### config.mk
export PLATFORM = sky130hd
export DESIGN_NAME = nmea_gga_sentence_parser
export DESIGN_NICKNAME = d
export VERILOG_FILES = /design/src/ngga_pkg.sv /design/src/ngga_queue.sv /design/src/ngga_front.sv /design/src/ngga_back.sv /design/src/nmea_gga_sentence_parser.sv
export SDC_FILE = /design/constraint.sdc
export NUM_CORES = 2
export LEC_CHECK = 0
export BUFFER_PORTS_ARGS = -buffer_cell sky130_fd_sc_hd__buf_4
export CAP_MARGIN = 20
export CORE_MARGIN = 1.5
export CORE_UTILIZATION = 35
export DETAILED_ROUTE_END_ITERATION = 16
export GPL_TIMING_DRIVEN = 0
export PLACE_DENSITY_LB_ADDON = 0.25
export SYNTH_ARGS = -nofsm -noshare
export SYNTH_HDL_FRONTEND = slang
export SYNTH_SLANG_ARGS = --single-unit
export TNS_END_PERCENT = 10
### constraint.sdc
create_clock -name clk -period 22.4 [get_ports clk]
set_clock_uncertainty 0.05 [all_clocks]
set_input_delay 3.36 -clock clk [delete_from_list [all_inputs] [get_ports clk]]
set_output_delay 3.36 -clock clk [all_outputs]
set_load 0.01 [all_outputs]
### src/ngga_pkg.sv
`timescale 1ns / 1ps
// ----------------------------------------------------------------------------
// ngga_pkg
// Shared types and constants of the GGA sentence parser.
// ----------------------------------------------------------------------------
package ngga_pkg;

  typedef enum logic [2:0] {
    KIND_NONE,
    KIND_TIME,
    KIND_LAT,
    KIND_LON,
    KIND_SATS,
    KIND_ALT
  } ngga_kind_t;

  localparam logic [3:0] FIELD_TIME = 4'd1;
  localparam logic [3:0] FIELD_LAT  = 4'd2;
  localparam logic [3:0] FIELD_NS   = 4'd3;
  localparam logic [3:0] FIELD_LON  = 4'd4;
  localparam logic [3:0] FIELD_EW   = 4'd5;
  localparam logic [3:0] FIELD_SATS = 4'd7;
  localparam logic [3:0] FIELD_ALT  = 4'd9;
  localparam logic [3:0] FIELD_MAX  = 4'd15;

  localparam logic [1:0] HEMI_FIRST  = 2'd1;
  localparam logic [1:0] HEMI_SECOND = 2'd2;

  localparam logic [19:0] TIME_MAX = 20'd999999;
  localparam logic [20:0] ALT_MAX  = 21'd999999;
  localparam logic [7:0]  SATS_MAX = 8'd255;

  // One transaction from the front to the back: a field commit, a hemisphere
  // update and a result request, any of which may be off.
  typedef struct packed {
    logic       commit_en;
    ngga_kind_t kind;
    logic [19:0] time_acc;
    logic [9:0]  frac_acc;
    logic [1:0]  frac_digits;
    logic [9:0]  deg_acc;
    logic [19:0] min_acc;
    logic [20:0] num_acc;
    logic        num_neg;
    logic        hemi_en;
    logic        hemi_lon;
    logic [1:0]  hemi_val;
    logic        emit;
    logic        ok;
  } ngga_txn_t;

endpackage

### src/ngga_queue.sv
`timescale 1ns / 1ps
// ----------------------------------------------------------------------------
// ngga_queue
// Small register queue between the byte front and the commit back.
// ----------------------------------------------------------------------------
module ngga_queue #(
  parameter int WIDTH = 1,
  parameter int DEPTH = 4
) (
  input  logic             clk,
  input  logic             rst,
  input  logic             push,
  input  logic [WIDTH-1:0] push_data,
  output logic             full,
  input  logic             pop,
  output logic [WIDTH-1:0] pop_data,
  output logic             empty
);

  localparam int PW = (DEPTH > 1) ? $clog2(DEPTH) : 1;
  localparam int CW = $clog2(DEPTH + 1);

  logic [WIDTH-1:0] mem [DEPTH];
  logic [PW-1:0]    wr_ptr;
  logic [PW-1:0]    rd_ptr;
  logic [CW-1:0]    count;

  assign full     = (count == CW'(DEPTH));
  assign empty    = (count == '0);
  assign pop_data = mem[rd_ptr];

  always_ff @(posedge clk) begin
    if (push && !full) begin
      mem[wr_ptr] <= push_data;
    end
    if (rst) begin
      wr_ptr <= '0;
      rd_ptr <= '0;
      count  <= '0;
    end else begin
      if (push && !full) begin
        wr_ptr <= (wr_ptr == PW'(DEPTH - 1)) ? '0 : wr_ptr + 1'b1;
      end
      if (pop && !empty) begin
        rd_ptr <= (rd_ptr == PW'(DEPTH - 1)) ? '0 : rd_ptr + 1'b1;
      end
      case ({push && !full, pop && !empty})
        2'b10:   count <= count + 1'b1;
        2'b01:   count <= count - 1'b1;
        default: count <= count;
      endcase
    end
  end

endmodule

### src/ngga_front.sv
`timescale 1ns / 1ps
// ----------------------------------------------------------------------------
// ngga_front
// Byte front: counts fields, accumulates digits, issues commit transactions.
// ----------------------------------------------------------------------------
module ngga_front import ngga_pkg::*; (
  input  logic      clk,
  input  logic      rst,
  input  logic      accept,
  input  logic [7:0] ch,
  input  logic      first,
  input  logic      last,
  output logic      push,
  output ngga_txn_t txn
);

  logic [3:0]  field_index, field_index_next;
  logic [3:0]  char_position, char_position_next;
  logic        halted, halted_next;
  logic [19:0] time_acc, time_acc_next;
  logic [9:0]  frac_acc, frac_acc_next;
  logic [1:0]  frac_digits, frac_digits_next;
  logic        in_frac, in_frac_next;
  logic [9:0]  deg_acc, deg_acc_next;
  logic [19:0] min_acc, min_acc_next;
  logic [20:0] num_acc, num_acc_next;
  logic        num_neg, num_neg_next;

  function automatic logic [6:0] deg_weight(input logic [4:0] rel);
    case (rel)
      5'd0:    return 7'd100;
      5'd1:    return 7'd10;
      5'd2:    return 7'd1;
      default: return 7'd0;
    endcase
  endfunction

  function automatic logic [16:0] min_weight(input logic [4:0] rel);
    case (rel)
      5'd3:    return 17'd100000;
      5'd4:    return 17'd10000;
      5'd6:    return 17'd1000;
      5'd7:    return 17'd100;
      5'd8:    return 17'd10;
      5'd9:    return 17'd1;
      default: return 17'd0;
    endcase
  endfunction

  logic        is_digit, is_comma, is_star;
  logic [3:0]  d;
  logic [3:0]  e_field, e_cpos;
  logic        e_halted;
  logic [19:0] e_time;
  logic [9:0]  e_frac;
  logic [1:0]  e_fdig;
  logic        e_infrac;
  logic [9:0]  e_deg;
  logic [19:0] e_min;
  logic [20:0] e_num;
  logic        e_neg;
  logic [23:0] time_mul;
  logic [24:0] alt_mul;
  logic [21:0] alt_add;
  logic [11:0] sats_mul;
  logic [4:0]  rel;
  logic        sel_post;
  logic [3:0]  s_field, s_cpos;

  always_comb begin
    is_digit = (ch inside {[8'h30:8'h39]});
    is_comma = (ch == ",");
    is_star  = (ch == "*");
    d        = is_digit ? ch[3:0] : 4'd0;

    e_field  = first ? '0 : field_index;
    e_halted = first ? 1'b0 : halted;
    e_cpos   = first ? '0 : char_position;
    e_time   = first ? '0 : time_acc;
    e_frac   = first ? '0 : frac_acc;
    e_fdig   = first ? '0 : frac_digits;
    e_infrac = first ? 1'b0 : in_frac;
    e_deg    = first ? '0 : deg_acc;
    e_min    = first ? '0 : min_acc;
    e_num    = first ? '0 : num_acc;
    e_neg    = first ? 1'b0 : num_neg;

    field_index_next   = e_field;
    halted_next        = e_halted;
    char_position_next = e_cpos;
    time_acc_next      = e_time;
    frac_acc_next      = e_frac;
    frac_digits_next   = e_fdig;
    in_frac_next       = e_infrac;
    deg_acc_next       = e_deg;
    min_acc_next       = e_min;
    num_acc_next       = e_num;
    num_neg_next       = e_neg;

    time_mul = {e_time, 3'b000} + {3'b000, e_time, 1'b0} + {20'd0, d};
    sats_mul = {e_num[7:0], 3'b000} + {3'b000, e_num[7:0], 1'b0} + {8'd0, d};
    alt_mul  = {1'b0, e_num, 3'b000} + {3'b000, e_num, 1'b0}
             + {17'd0, d, 3'b000} + {20'd0, d, 1'b0};
    alt_add  = {1'b0, e_num} + {18'd0, d};
    rel      = (e_field == FIELD_LON) ? {1'b0, e_cpos} : {1'b0, e_cpos} + 5'd1;

    txn.hemi_en  = 1'b0;
    txn.hemi_lon = (e_field == FIELD_EW);
    txn.hemi_val = HEMI_FIRST;

    if (is_comma || is_star) begin
      field_index_next   = is_star ? FIELD_MAX :
                           (e_field == FIELD_MAX) ? e_field : e_field + 4'd1;
      char_position_next = '0;
      time_acc_next      = '0;
      frac_acc_next      = '0;
      frac_digits_next   = '0;
      in_frac_next       = 1'b0;
      deg_acc_next       = '0;
      min_acc_next       = '0;
      num_acc_next       = '0;
      num_neg_next       = 1'b0;
    end else if (!e_halted) begin
      char_position_next = (e_cpos == 4'd15) ? e_cpos : e_cpos + 4'd1;
      case (e_field)
        FIELD_TIME: begin
          if (ch == ".") begin
            in_frac_next = 1'b1;
          end else if (is_digit && !e_infrac) begin
            time_acc_next = (time_mul > {4'd0, TIME_MAX}) ? TIME_MAX : time_mul[19:0];
          end else if (is_digit && e_fdig < 2'd3) begin
            frac_acc_next    = 10'({e_frac, 3'b000} + {e_frac, 1'b0} + {6'd0, d});
            frac_digits_next = e_fdig + 2'd1;
          end
        end
        FIELD_LAT, FIELD_LON: begin
          deg_acc_next = e_deg + 10'(d * deg_weight(rel));
          min_acc_next = e_min + 20'(d * min_weight(rel));
        end
        FIELD_NS, FIELD_EW: begin
          if (e_cpos == '0) begin
            if (ch == ((e_field == FIELD_NS) ? "N" : "E")) begin
              txn.hemi_en  = 1'b1;
              txn.hemi_val = HEMI_FIRST;
            end else if (ch == ((e_field == FIELD_NS) ? "S" : "W")) begin
              txn.hemi_en  = 1'b1;
              txn.hemi_val = HEMI_SECOND;
            end else begin
              halted_next = 1'b1;
            end
          end
        end
        FIELD_SATS: begin
          if (is_digit) begin
            num_acc_next = (sats_mul > {4'd0, SATS_MAX}) ? 21'(SATS_MAX) :
                           21'(sats_mul);
          end
        end
        FIELD_ALT: begin
          if (ch == "-" && e_cpos == '0) begin
            num_neg_next = 1'b1;
          end else if (ch == ".") begin
            in_frac_next = 1'b1;
          end else if (is_digit && !e_infrac) begin
            num_acc_next = (alt_mul > {4'd0, ALT_MAX}) ? ALT_MAX : alt_mul[20:0];
          end else if (is_digit && e_fdig == '0) begin
            num_acc_next     = (alt_add > {1'b0, ALT_MAX}) ? ALT_MAX : alt_add[20:0];
            frac_digits_next = 2'd1;
          end
        end
        default: begin
        end
      endcase
    end

    sel_post = !(is_comma || is_star);
    s_field  = sel_post ? field_index_next : e_field;
    s_cpos   = sel_post ? char_position_next : e_cpos;

    case (s_field)
      FIELD_TIME: txn.kind = KIND_TIME;
      FIELD_LAT:  txn.kind = KIND_LAT;
      FIELD_LON:  txn.kind = KIND_LON;
      FIELD_SATS: txn.kind = KIND_SATS;
      FIELD_ALT:  txn.kind = KIND_ALT;
      default:    txn.kind = KIND_NONE;
    endcase

    txn.commit_en   = (is_comma || is_star || last) && !halted_next &&
                      (s_cpos != '0) && (txn.kind != KIND_NONE);
    txn.time_acc    = sel_post ? time_acc_next : e_time;
    txn.frac_acc    = sel_post ? frac_acc_next : e_frac;
    txn.frac_digits = sel_post ? frac_digits_next : e_fdig;
    txn.deg_acc     = sel_post ? deg_acc_next : e_deg;
    txn.min_acc     = sel_post ? min_acc_next : e_min;
    txn.num_acc     = sel_post ? num_acc_next : e_num;
    txn.num_neg     = sel_post ? num_neg_next : e_neg;
    txn.emit        = last;
    txn.ok          = !halted_next;

    push = accept && (txn.commit_en || txn.hemi_en || last);
  end

  always_ff @(posedge clk) begin
    if (rst) begin
      field_index   <= '0;
      char_position <= '0;
      halted        <= 1'b0;
      time_acc      <= '0;
      frac_acc      <= '0;
      frac_digits   <= '0;
      in_frac       <= 1'b0;
      deg_acc       <= '0;
      min_acc       <= '0;
      num_acc       <= '0;
      num_neg       <= 1'b0;
    end else if (accept) begin
      field_index   <= field_index_next;
      char_position <= char_position_next;
      halted        <= halted_next;
      time_acc      <= time_acc_next;
      frac_acc      <= frac_acc_next;
      frac_digits   <= frac_digits_next;
      in_frac       <= in_frac_next;
      deg_acc       <= deg_acc_next;
      min_acc       <= min_acc_next;
      num_acc       <= num_acc_next;
      num_neg       <= num_neg_next;
    end
  end

endmodule

### src/ngga_back.sv
`timescale 1ns / 1ps
// ----------------------------------------------------------------------------
// ngga_back
// Commit back: converts field values in four stages, updates the kept
// values in order and registers the result.
// ----------------------------------------------------------------------------
module ngga_back import ngga_pkg::*; (
  input  logic        clk,
  input  logic        rst,
  input  logic        q_empty,
  input  ngga_txn_t   q_data,
  output logic        q_pop,
  output logic        result_valid,
  input  logic        result_stall,
  output logic        ok,
  output logic [6:0]  hour,
  output logic [6:0]  minute,
  output logic [6:0]  second,
  output logic [9:0]  millisecond,
  output logic [29:0] lat_fixed,
  output logic [1:0]  lat_hemi,
  output logic [33:0] lon_fixed,
  output logic [1:0]  lon_hemi,
  output logic [7:0]  satellites,
  output logic signed [20:0] altitude_tenths
);

  localparam logic [23:0] RECIP_10000 = 24'd13743896;
  localparam logic [26:0] RECIP_3     = 27'd44739243;
  localparam logic [13:0] RECIP_100   = 14'd10486;

  typedef struct packed {
    ngga_txn_t   txn;
    logic [6:0]  hour;
    logic [9:0]  ms;
    logic [20:0] alt;
    logic [25:0] p50;
    logic [33:0] degp;
    logic [13:0] rem;
    logic [23:0] q3;
    logic [6:0]  minute;
    logic [33:0] coord;
  } stage_t;

  function automatic logic [9:0] ms_scale(input logic [1:0] n);
    case (n)
      2'd0:    return 10'd1000;
      2'd1:    return 10'd100;
      2'd2:    return 10'd10;
      default: return 10'd1;
    endcase
  endfunction

  logic   en;
  logic   s1_valid, s2_valid, s3_valid, s4_valid;
  stage_t s1, s2, s3, s4;
  stage_t s1_next, s2_next, s3_next;
  logic [43:0] hour_prod;
  logic [52:0] q3_prod;
  logic [27:0] min_prod;
  logic [13:0] sec_full;

  logic [6:0]  k_hour, k_hour_next, k_minute, k_minute_next, k_second, k_second_next;
  logic [9:0]  k_ms, k_ms_next;
  logic [29:0] k_lat, k_lat_next;
  logic [1:0]  k_lat_hemi, k_lat_hemi_next, k_lon_hemi, k_lon_hemi_next;
  logic [33:0] k_lon, k_lon_next;
  logic [7:0]  k_sats, k_sats_next;
  logic [20:0] k_alt, k_alt_next;

  assign en    = !(result_valid && result_stall);
  assign q_pop = en && !q_empty;

  always_comb begin
    s1_next      = s1;
    s1_next.txn  = q_data;
    hour_prod    = q_data.time_acc * RECIP_10000;
    s1_next.hour = hour_prod[43:37];
    s1_next.ms   = 10'(q_data.frac_acc * ms_scale(q_data.frac_digits));
    s1_next.alt  = q_data.num_neg ? 21'(-q_data.num_acc) : q_data.num_acc;
    s1_next.p50  = 26'(q_data.min_acc * 6'd50);
    s1_next.degp = 34'(q_data.deg_acc * 24'd10000000);

    s2_next      = s1;
    s2_next.rem  = 14'(s1.txn.time_acc - 20'(s1.hour * 14'd10000));
    q3_prod      = s1.p50 * RECIP_3;
    s2_next.q3   = q3_prod[50:27];

    s3_next        = s2;
    min_prod       = s2.rem * RECIP_100;
    s3_next.minute = min_prod[26:20];
    s3_next.coord  = s2.degp + {10'd0, s2.q3};

    sec_full = s4.rem - 14'(s4.minute * 7'd100);

    k_hour_next     = k_hour;
    k_minute_next   = k_minute;
    k_second_next   = k_second;
    k_ms_next       = k_ms;
    k_lat_next      = k_lat;
    k_lon_next      = k_lon;
    k_sats_next     = k_sats;
    k_alt_next      = k_alt;
    k_lat_hemi_next = k_lat_hemi;
    k_lon_hemi_next = k_lon_hemi;
    if (s4.txn.commit_en) begin
      case (s4.txn.kind)
        KIND_TIME: begin
          k_hour_next   = s4.hour;
          k_minute_next = s4.minute;
          k_second_next = sec_full[6:0];
          k_ms_next     = s4.ms;
        end
        KIND_LAT:  k_lat_next  = s4.coord[29:0];
        KIND_LON:  k_lon_next  = s4.coord;
        KIND_SATS: k_sats_next = s4.txn.num_acc[7:0];
        KIND_ALT:  k_alt_next  = s4.alt;
        default: begin
        end
      endcase
    end
    if (s4.txn.hemi_en) begin
      if (s4.txn.hemi_lon) begin
        k_lon_hemi_next = s4.txn.hemi_val;
      end else begin
        k_lat_hemi_next = s4.txn.hemi_val;
      end
    end
  end

  always_ff @(posedge clk) begin
    if (en) begin
      s1 <= s1_next;
      s2 <= s2_next;
      s3 <= s3_next;
      s4 <= s3;
      if (s4_valid && s4.txn.emit) begin
        ok              <= s4.txn.ok;
        hour            <= k_hour_next;
        minute          <= k_minute_next;
        second          <= k_second_next;
        millisecond     <= k_ms_next;
        lat_fixed       <= k_lat_next;
        lat_hemi        <= k_lat_hemi_next;
        lon_fixed       <= k_lon_next;
        lon_hemi        <= k_lon_hemi_next;
        satellites      <= k_sats_next;
        altitude_tenths <= k_alt_next;
      end
    end
    if (rst) begin
      s1_valid     <= 1'b0;
      s2_valid     <= 1'b0;
      s3_valid     <= 1'b0;
      s4_valid     <= 1'b0;
      result_valid <= 1'b0;
      k_hour       <= '0;
      k_minute     <= '0;
      k_second     <= '0;
      k_ms         <= '0;
      k_lat        <= '0;
      k_lon        <= '0;
      k_sats       <= '0;
      k_alt        <= '0;
      k_lat_hemi   <= '0;
      k_lon_hemi   <= '0;
    end else if (en) begin
      s1_valid     <= q_pop;
      s2_valid     <= s1_valid;
      s3_valid     <= s2_valid;
      s4_valid     <= s3_valid;
      result_valid <= s4_valid && s4.txn.emit;
      if (s4_valid) begin
        k_hour     <= k_hour_next;
        k_minute   <= k_minute_next;
        k_second   <= k_second_next;
        k_ms       <= k_ms_next;
        k_lat      <= k_lat_next;
        k_lon      <= k_lon_next;
        k_sats     <= k_sats_next;
        k_alt      <= k_alt_next;
        k_lat_hemi <= k_lat_hemi_next;
        k_lon_hemi <= k_lon_hemi_next;
      end
    end
  end

endmodule

### src/nmea_gga_sentence_parser.sv
`timescale 1ns / 1ps
// ----------------------------------------------------------------------------
// nmea_gga_sentence_parser
// Parses GGA sentence bytes into time, position, satellites and altitude.
//
//   channel  | handshake                   | payload
//   ---------+-----------------------------+----------------------------------
//   byte in  | byte_valid / byte_stall     | ch, first, last
//   result   | result_valid / result_stall | ok, hour .. altitude_tenths
//
// One byte per cycle while byte_stall is low. After its last byte is taken, a
// result passes the queue, four conversion stages and the output register.
// Synchronous reset clears field counting, accumulators and kept values.
// byte_stall rises only when the internal queue is full, which happens
// only after result_stall has held a result in the output register.
// ----------------------------------------------------------------------------
module nmea_gga_sentence_parser import ngga_pkg::*; #(
  parameter int QUEUE_DEPTH = 4
) (
  input  logic        clk,
  input  logic        rst,
  input  logic        byte_valid,
  output logic        byte_stall,
  input  logic [7:0]  ch,
  input  logic        first,
  input  logic        last,
  output logic        result_valid,
  input  logic        result_stall,
  output logic        ok,
  output logic [6:0]  hour,
  output logic [6:0]  minute,
  output logic [6:0]  second,
  output logic [9:0]  millisecond,
  output logic [29:0] lat_fixed,
  output logic [1:0]  lat_hemi,
  output logic [33:0] lon_fixed,
  output logic [1:0]  lon_hemi,
  output logic [7:0]  satellites,
  output logic signed [20:0] altitude_tenths
);

  logic      accept;
  logic      push;
  logic      q_full;
  logic      q_empty;
  logic      q_pop;
  ngga_txn_t push_txn;
  ngga_txn_t pop_txn;

  assign byte_stall = q_full;
  assign accept     = byte_valid && !q_full;

  ngga_front u_front (
    .clk    (clk),
    .rst    (rst),
    .accept (accept),
    .ch     (ch),
    .first  (first),
    .last   (last),
    .push   (push),
    .txn    (push_txn)
  );

  ngga_queue #(
    .WIDTH ($bits(ngga_txn_t)),
    .DEPTH (QUEUE_DEPTH)
  ) u_queue (
    .clk       (clk),
    .rst       (rst),
    .push      (push),
    .push_data (push_txn),
    .full      (q_full),
    .pop       (q_pop),
    .pop_data  (pop_txn),
    .empty     (q_empty)
  );

  ngga_back u_back (
    .clk             (clk),
    .rst             (rst),
    .q_empty         (q_empty),
    .q_data          (pop_txn),
    .q_pop           (q_pop),
    .result_valid    (result_valid),
    .result_stall    (result_stall),
    .ok              (ok),
    .hour            (hour),
    .minute          (minute),
    .second          (second),
    .millisecond     (millisecond),
    .lat_fixed       (lat_fixed),
    .lat_hemi        (lat_hemi),
    .lon_fixed       (lon_fixed),
    .lon_hemi        (lon_hemi),
    .satellites      (satellites),
    .altitude_tenths (altitude_tenths)
  );

endmodule

==> summary.txt <==
Run status
  • Outcome: finished clean

Synth
  • Commonest cells in the netlist: 1037 x inv_1, 952 x edfxtp_1, 905 x ha_1
  • EDFF count, synth: 952
  • Most numerous cell in the Yosys netlist: inv_1
  • Share of the synthesized area in the top cell type: 36.7%
  • Area leader, netlist: edfxtp_1
  • Ys async rst share: 0%
  • Dominant synthesized flop cell: edfxtp_1
  • Netlist cell types: 97
  • Seq cells post-synth: 1188
  • Mean Syn Cell Area: 11.7 um^2
  • Post-Synthesis Cells: 6632
  • Register area share after synthesis: 42.8%
  • Synthesized area: 77900 um^2
  • Area contributors post-synth: edfxtp_1 37%, ha_1 15%, fa_1 13%
  • Mapped Nets: 8070
  • Synth warn: 0

Place
  • Placed insts: 9753
  • Routability cong.: 0.909
  • DP Wirelength: 146000 um
  • Placed inst area: 83100 um^2
  • Number of port buffers: 143

Route
  • Routed vias: 49100
  • WL met3: 6930 um
  • Met1 wire length: 87600 um
  • Antenna Nets Post-Route: 0
  • Post-route DRC: 0
  • Detailed Routing Iterations Pass 1: 8
  • Highest routed layer: met5
  • DR iter-0 viols: 3023
  • Total Wirelength: 186000 um
  • Vias per cell: 4.91
  • Wirelength per Cell: 18.6 um
  • Met2 wire length: 86900 um

Worst setup path
  • Reg2reg end: u_back.s1[176]
  • Critical path's top delay family: compound AO/OA/AOI/OAI gates
  • CP startpoint kind: input port
  • Max FO, Critical Path: 10
  • WP buf/inv: 8
  • CP Data Required Time: 22.78 ns
  • CP Class: in2reg
  • Crit-path max cell delay: 0.83 ns
  • Arr. time, crit path: 13.02 ns
  • FF-to-FF path depth: 29
  • CP max-delay cell: o32ai_1
  • CP startpoint: first
  • R2R Setup Slk: 10.61 ns
  • CP endpoint kind: flop

Hold path
  • Hold Crit Class: reg2reg
  • Critical hold path startpoint: u_back.s1[99]
  • Hold EP: u_back.s2[99]
  • Hold path cells: 0

GRT
  • Largest net degree at the start of global routing: 81
  • Overflow after GRT: 0
  • Number of global-route vias before repair: 50300
  • Total track usage: 16.5%
  • Initial antenna violation count: 6
  • First-pass GRT wire length: 291000 um

Final layout
  • Final std cell area, no fill: 87300 um^2
  • Post-route insts no fill: 9983
  • Layout Area Growth over Synthesis: 12.1%
  • Final core occ: 39.6%
  • Share of layout cells above drive strength 1: 9.14%
  • Net count, final: 8357

Clocking
  • Hold_buf cts: 0
  • Sink Count: 1188
  • TritonCTS Buffers: 118
  • Clock Pin Slew Worst Setup and Hold Paths: 0.06 ns
  • Post-CTS Setup Inserts: 0
  • H-tree levels: 3
  • Clock Path Buffers: 3
  • Clk_lat worst skew: 0.79 ns
  • CTS tree: yes
  • Root Driver: clkbuf_16
  • Post-CTS Resized: 0

Floorplan
  • Site Rows: 172
  • Starting Density: 35.3%
  • IO Pins: 145
  • Core Region: 220000 um^2
  • Die height: 475 um
  • Full die area: 225000 um^2
  • Die X: 475 um

Timing
  • Tmin final: 12.64 ns
  • Max Freq: 79.1 MHz
  • Slew of the pin with the lowest slew margin: 1.21 ns
  • Fin. Hold Viols: 0
  • Unrepaired setup endpoints after global routing: false
  • Setup violations, final: 0
  • Slew margin rel.: 19.6%
  • Final period utilization: 56.4%
  • Fin. max-slew vios: 0

Flow run
  • Max Cap Viol: 0
worst reg2reg max path, delay by kind of cell, from the launching register on:
kind                       cells  cell delay [ns]
DFF                            1             0.31
muxes                          1             0.54
xor gates and xnor gates       1             0.13
adders and majority gates      8             3.78
and+or+nand+nor                1             0.19
AOI/OAI and AO/OA              8             2.30
buffers and inverters         10             4.21
worst max-delay path by stage:
stage / end / depth (start not counted)
floorplan: u_back.altitude_tenths[0] / 6
detailed placement: u_queue.mem[0][47] / 29
global placement: u_back.lat_fixed[3] / 7
CTS: u_queue.mem[2][47] / 29
global route: u_queue.mem[0][47] / 29
finish: u_queue.mem[2][47] / 29
cell type report:
cell class / count / area [um^2]
clock buffers: 138 / 3100
plain buffers: 167 / 663
repair buffers: 167 / 1530
well taps: 2958 / 3700
clock inverters: 86 / 1050
flip-flops and latches: 1188 / 33300
diodes: 2 / 5.00
inverters: 1039 / 3910
multi-input cells: 4238 / 40000
fillers: 21100 / 133000
cells by family after synthesis:
group | Yosys count | share of synthesized area, %
and+or+nand+nor | 1449 | 8.63
muxes | 234 | 4.67
DFF | 1188 | 42.8
adders and majority gates | 1424 | 27.9
xor gates and xnor gates | 258 | 2.90
buffers and inverters | 1206 | 5.86
AOI/OAI and AO/OA | 873 | 7.29
cells in the final DEF (no fill, tap or decap), drive strengths merged, types with 17 or more instances in the layout:
master     n
inv     1045
edfxtp   952
ha       905
fa       519
nor2     468
nand2    420
a21oi    274
clkbuf   274
dfxtp    236
buf      198
o21ai    173
xnor2    169
nor3     154
mux2     122
mux4      91
xor2      89
nor2b     87
a21o      75
nand3     66
clkinv    56
and3      46
a22oi     35
nand2b    33
nand4     31
a211oi    30
a31oi     29
or3       28
o21a      26
nor4      25
and2      24
o31ai     23
mux2i     21
o21bai    20
a32o      20
or2       19
bufinv    19
a211o     17
registers in the layout, indices dropped and copies added (netlist names), 21 cells and up, named ones only:
register and flops:
u_back.altitude_tenths 21, u_back.k_alt 21, u_back.k_lat 30, u_back.k_lon 34
u_back.lat_fixed 30, u_back.lon_fixed 34, u_back.s1 121, u_back.s2 120
u_back.s3 103, u_back.s4 103, u_front.num_acc 21, u_queue.mem 376
metal layers:
layer	up-vias	GRT usage (%)
li1	23600	-
met1	24300	23.0
met2	982	27.3
met3	213	1.78
met4	2	4.63
met5	-	0
stage by stage:
step,hold slack [ns],setup TNS (ns),setup WS (ns)
floorplan,0.350,0,4.97
global placement,0.350,-313.86,-2.49
detailed placement,0.355,0,9.14
CTS,0.330,0,9.93
global route,0.329,0,9.51
finish,0.330,0,9.76
Power is left out: the tool's default activity adds up to more than one toggle a clock period on the data nets, which glitch-free logic cannot reach.
